==> config.mk <==
export PLATFORM = sky130hd
export DESIGN_NAME = kfs_gain_div
export DESIGN_NICKNAME = d
export VERILOG_FILES = /design/src/hw/rtl/kfs_pkg.sv /design/src/hw/rtl/kfs_gain_div.sv
export SDC_FILE = /design/constraint.sdc
export NUM_CORES = 1
export LEC_CHECK = 0
export ABC_CLOCK_PERIOD_IN_PS = 8550
export BUFFER_PORTS_ARGS = -buffer_cell sky130_fd_sc_hd__buf_4
export CAP_MARGIN = 20
export CORE_ASPECT_RATIO = 1.1
export CORE_MARGIN = 4
export CORE_UTILIZATION = 42
export DETAILED_ROUTE_END_ITERATION = 16
export HOLD_SLACK_MARGIN = 0.15
export PLACE_DENSITY = 0.63
export RECOVER_POWER = 100
export SLEW_MARGIN = 40
export SYNTH_ARGS = -nofsm -noshare
export SYNTH_HDL_FRONTEND = slang
export SYNTH_SLANG_ARGS = --single-unit
==> constraint.sdc <==
create_clock -name clk_i -period 8.55 [get_ports clk_i]
set_input_delay 0.855 -clock clk_i [delete_from_list [all_inputs] [get_ports clk_i]]
set_output_delay 0.855 -clock clk_i [all_outputs]
set_load 0.05 [all_outputs]
==> src/hw/rtl/kfs_pkg.sv <==
`timescale 1ns / 1ps
// ----------------------------------------------------------------------------
// kfs_pkg - shared types and constants of the per-element Kalman smoother
// Fixed-point formats, register indexes and the structs that travel between
// the controller, the state memory and the gain divider.
// ----------------------------------------------------------------------------
package kfs_pkg;

  localparam int unsigned MaxElements = 32768;
  localparam int unsigned AddrW       = $clog2(MaxElements);

  localparam int unsigned SampleW = 16;  // Q7.8 estimate / sample
  localparam int unsigned VarW    = 17;  // Q1.16 stored variance
  localparam int unsigned PredW   = 18;  // P + Q, and P + Q + R
  localparam int unsigned GainW   = 17;  // Q0.16 gain, 1.0 included
  localparam int unsigned RegW    = 16;  // configuration register width
  localparam int unsigned RegIdxW = 2;

  localparam logic [GainW-1:0] OneQ16  = GainW'(65536);
  localparam logic [VarW-1:0]  OneVar  = VarW'(65536);
  localparam logic [VarW-1:0]  VarMax  = VarW'(131071);

  localparam logic [RegW-1:0] VlenReset   = RegW'(32768);
  localparam logic [RegW-1:0] QNoiseReset = RegW'(655);
  localparam logic [RegW-1:0] RNoiseReset = RegW'(6554);

  typedef enum logic [RegIdxW-1:0] {
    REG_VLEN   = 2'd0,
    REG_QNOISE = 2'd1,
    REG_RNOISE = 2'd2
  } kfs_reg_e;

  // One write into both state memories.
  typedef struct packed {
    logic                     en;
    logic [AddrW-1:0]         addr;
    logic [SampleW-1:0]       est;
    logic [VarW-1:0]          var_q16;
  } kfs_wr_t;

  // Start of one gain division K = p * 2^16 / den.
  typedef struct packed {
    logic             start;
    logic [PredW-1:0] num;
    logic [PredW-1:0] den;
  } kfs_div_req_t;

  typedef struct packed {
    logic             done;
    logic [GainW-1:0] quot;
  } kfs_div_rsp_t;

endpackage

==> src/hw/rtl/kfs_gain_div.sv <==
`timescale 1ns / 1ps
// ----------------------------------------------------------------------------
// kfs_gain_div - iterative restoring divider for the Kalman gain
// Produces floor(num * 2^16 / den), one quotient bit per cycle, 17 steps.
// A zero denominator returns 1.0 on the next cycle.
// ----------------------------------------------------------------------------
module kfs_gain_div
  import kfs_pkg::*;
(
  input  logic         clk_i,
  input  logic         rst_ni,
  input  kfs_div_req_t req_i,
  output kfs_div_rsp_t rsp_o
);

  localparam int unsigned CntW = $clog2(GainW + 1);
  localparam logic [CntW-1:0] StepsTotal = CntW'(GainW);

  logic               busy_q;
  logic [CntW-1:0]    cnt_q;
  logic               done_q;
  logic [PredW-1:0]   rem_q, rem_d;
  logic [PredW-1:0]   den_q;
  logic [GainW-1:0]   quot_q;
  logic [PredW:0]     shifted;
  logic               ge;

  // First step compares num itself, later steps the doubled remainder.
  always_comb begin
    shifted = (cnt_q == StepsTotal) ? {1'b0, rem_q} : {rem_q, 1'b0};
    ge      = shifted >= {1'b0, den_q};
    rem_d   = ge ? PredW'(shifted - {1'b0, den_q}) : shifted[PredW-1:0];
  end

  always_ff @(posedge clk_i or negedge rst_ni) begin
    if (!rst_ni) begin
      busy_q <= 1'b0;
      cnt_q  <= '0;
      done_q <= 1'b0;
    end else begin
      if (req_i.start && (req_i.den == '0)) begin
        done_q <= 1'b1;
      end else if (req_i.start) begin
        busy_q <= 1'b1;
        cnt_q  <= StepsTotal;
        done_q <= 1'b0;
      end else if (busy_q) begin
        cnt_q  <= cnt_q - CntW'(1);
        busy_q <= (cnt_q != CntW'(1));
        done_q <= (cnt_q == CntW'(1));
      end else begin
        done_q <= 1'b0;
      end
    end
  end

  always_ff @(posedge clk_i) begin
    if (req_i.start && (req_i.den == '0)) begin
      quot_q <= OneQ16;
    end else if (req_i.start) begin
      rem_q  <= req_i.num;
      den_q  <= req_i.den;
      quot_q <= '0;
    end else if (busy_q) begin
      rem_q  <= rem_d;
      quot_q <= {quot_q[GainW-2:0], ge};
    end
  end

  assign rsp_o.done = done_q;
  assign rsp_o.quot = quot_q;

  // A new division never lands on one still in flight.
  assert property (@(posedge clk_i) disable iff (!rst_ni)
    req_i.start |-> !busy_q)
    else $error("gain divider restarted while busy");

  // Completion is flagged in the cycle after the last step.
  assert property (@(posedge clk_i) disable iff (!rst_ni)
    busy_q && (cnt_q == CntW'(1)) |=> done_q && !busy_q)
    else $error("gain divider missed its completion");

endmodule

==> summary.txt <==
Synthesis
  – Distinct cells, synth: 56
  – Post-synthesis sequential area ratio: between 40% and 50%
  – Most used flip-flop cell after synthesis: edfxtp_1
  – Syn Inst Count: between 300 and 400
  – Ys Warns: 0
  – Post-Synthesis Cell Area: around 3700 sq um
  – Seq cells post-synth: 60
  – Number of nets produced by synthesis: approximately 420
  – Share of synthesized flip-flops with an asynchronous set or reset: a little under an eighth
  – Number of enable flip-flop cells after synthesis: 36
  – Average cell area after synthesis: 10.24 sq um

Die
  – Initial core utilization: 43.89%
  – Overall die height: between 100 and 150 microns
  – Top-Level Pins: 57
  – Die Width: approximately 98 microns
  – Die area: 10450 sq um
  – Row cnt: 35
  – Core Area: roughly 8500 sq um

Min path
  – Hold/Removal Path Class: in2async

Timing
  – Final TNS setup: 0 ns
  – Post-route clock skew: approximately 0.01 ns
  – Max transition margin: -45.40%
  – Setup-failing EPs final: 0
  – Max Freq: approximately 0.17 GHz
  – Slew at the pin closest to its max-slew limit: approximately 2.2 ns
  – Final hold violations: 0
  – RSZ-0062 raised after global routing: false
  – Portion of the clock cycle consumed by the worst path in the final layout: a little under 70%
  – Crit path time final: about 5.8 ns
  – Count of final max-slew check failures: between 90 and 100

Global routing
  – Initial antenna violation count: 0
  – Total gr overflow: 0
  – Wire length of the first global-routing pass: ~14000 microns
  – Vias in the first global route: approximately 2800
  – Maximum number of pins on one net before global-route repair: 44
  – Overall Global Routing Usage: ~16%

Critical path
  – Arrival time worst endpoint: 5.91 ns
  – FF-to-FF path depth: 11
  – Worst-case register-to-register setup slack: about 2.7 ns
  – Highest fanout seen on the critical path: 26
  – Capture point of the worst path: rem_q[0]
  – Launching point of the worst reg2reg path: cnt_q[1]
  – Required time reported for the critical path endpoint: approximately 8.6 ns
  – Worst R2R End: rem_q[0]
  – Startpoint type of the worst setup path: flop
  – Crit path capture type: flop
  – Setup crit start: cnt_q[1]
  – Worst setup path class: reg2reg

Placement
  – Number of buffers added on ports: between 50 and 60
  – Number of instances in the placed design: between 500 and 600
  – Final GP Congestion: between 0.9 and 1
  – HPWL reported at the end of detailed placement: 5984 microns

Cells and area
  – Final Net Count: about 470
  – Final instance count without filler cells: 529
  – Proportion of layout cells with a drive suffix above 1: 17.46%
  – Area used by multi-input combinational logic: between 1500 and 2000 sq um
  – N_diodes: 0
  – Most frequent cells in the layout: nor2_1, edfxtp_1, inv_1
  – Fill cell instance count of the final layout: between 800 and 900
  – Area used by sequential logic in the layout: about 1600 sq um
  – Synthesis-to-layout area growth: 15.00%

Route
  – Post-route DRC: 0
  – Number of design-rule violations left by the first detailed-router iteration: 154
  – Via count of the routed design: between 2000 and 3000
  – Count of TritonRoute iterations in the first routing pass: 4
  – Via/cell ratio: 5.437
  – Routed len/inst: 15.21 microns
  – ANT nets after route: 0
  – Routed Wire Length: approximately 8000 microns

Clock network
  – Hold-fix buffers, CTS: 0
  – Skew-Pair Late Insertion Delay: around 0.34 ns
  – CTS H-tree lvls: 3
  – Clock tree from TritonCTS: built
  – Resized cells post-CTS: 0
  – Clock root buffer: clkbuf_8
  – Max Buffers Root-to-Sink: 2
  – Post-CTS repair timing setup buffer count: 0
  – Clk pin slew, worst setup/hold paths: roughly 0.070 ns
  – Number of sinks on the clock net: 60
  – CTS Buf Count: 9

Pwr
  – Peak supply drop: around 0.12 mV
  – Power per cell area: around 400 nW/um^2
  – P_leak: around 1.9 nW

Outcome
  – Run status: finished, violations left
  – Violations in the final reports: max-capacitance violations, max-slew violations

Flow run
  – Maxcap violations: 3
## critical path, stage by stage (launching register included)
cell	delay (ns)
dfrtp_1	0.38
inv_1	0.10
ha_1	0.20
nand4bb_1	0.95
mux2_1	0.72
ha_1	0.41
nand2_1	0.21
o21a_1	0.23
o21a_1	0.19
o211ai_1	1.64
mux2i_1	0.20
mux2_2	0.34
## final cells by class
cell class	count	area share, %
multi-input combinational	256	44.12
tap	111	3.239
inverter	29	2.539
clock inverter	6	1.576
sequential	60	37.26
clock buffer	10	3.472
timing repair buffer	57	7.791
## synthesized netlist by cell type, types with 8 or more instances
cell type	instances	area share, %
edfxtp_1	36	29
nor2_1	36	3.6
inv_1	28	2.8
nand2_1	27	2.7
mux2i_1	22	5.9
ha_1	20	6.7
mux2_2	18	5.4
dfxtp_1	17	9.1
a21oi_1	16	2.1
clkbuf_1	9	0.91
a21o_1	8	1.6
nand3_1	8	1.1
o21ai_0	8	1.1
xnor2_1	8	1.9
xor2_1	8	1.9
## per-layer routing
layer  global-route usage (%)  share of wire (%)  vias to the layer above
li1                         -                  -                     1436
met1                    22.41                 48                     1358
met2                    24.46                 46                       73
met3                    3.839                4.3                        9
met4                    5.242                1.3                        0
met5                        0                  0                        -
## sequential cells by signal (all words and copies together) (netlist names)
signal / flops
den_q: 18
rem_q: 18
quot_q: 17
cnt_q: 5
busy_q: 1
done_q: 1
## per-stage QoR
| step | total power [mW] | hold slack [ns] | utilization, % | setup WS, ns | area (sq um) |
|---|---|---|---|---|---|
| final | 1.706 | 0.3940 | 50.47 | 2.727 | 4288 |
| after global routing | 1.849 | 0.4007 | 50.47 | 2.276 | 4288 |
| after CTS | 1.733 | 0.2982 | 52.02 | 4.564 | 4419 |
| after detailed placement | 1.448 | 0.5163 | 49.47 | 4.576 | 4203 |
| after global placement | 1.431 | 0.5036 | 49.32 | 4.714 | 4190 |
| after floorplan | 1.287 | 0.4944 | - | 5.059 | 3729 |
## logic make-up (layout without fill, tap and decap cells)
| family | Yosys count | after routing | share of synthesized area (%) |
|---|---|---|---|
| compound gates | 81 | 81 | 16.54 |
| fa+ha+maj | 21 | 21 | 7.248 |
| mux | 40 | 40 | 11.34 |
| xor+xnor | 16 | 16 | 3.759 |
| flops | 60 | 60 | 42.82 |
| simple gates | 98 | 98 | 12.48 |
| buf+inv | 48 | 102 | 5.805 |
## worst min-delay path by stage
stage | depth (start not counted) | end
6_report | 1 | done_q
5_1_grt | 1 | done_q
4_1_cts | 1 | done_q
3_5_place_dp | 2 | quot_q[11]
3_3_place_gp | 2 | quot_q[1]
2_1_floorplan | 1 | cnt_q[0]
## where the power goes
group,leakage [nW],switching (mW),internal (mW)
registers,0.582,0.0430,0.397
clock network,0.112,0.122,0.154
logic,1.17,0.557,0.433
Note: power is estimated with default switching activity, not from simulation.
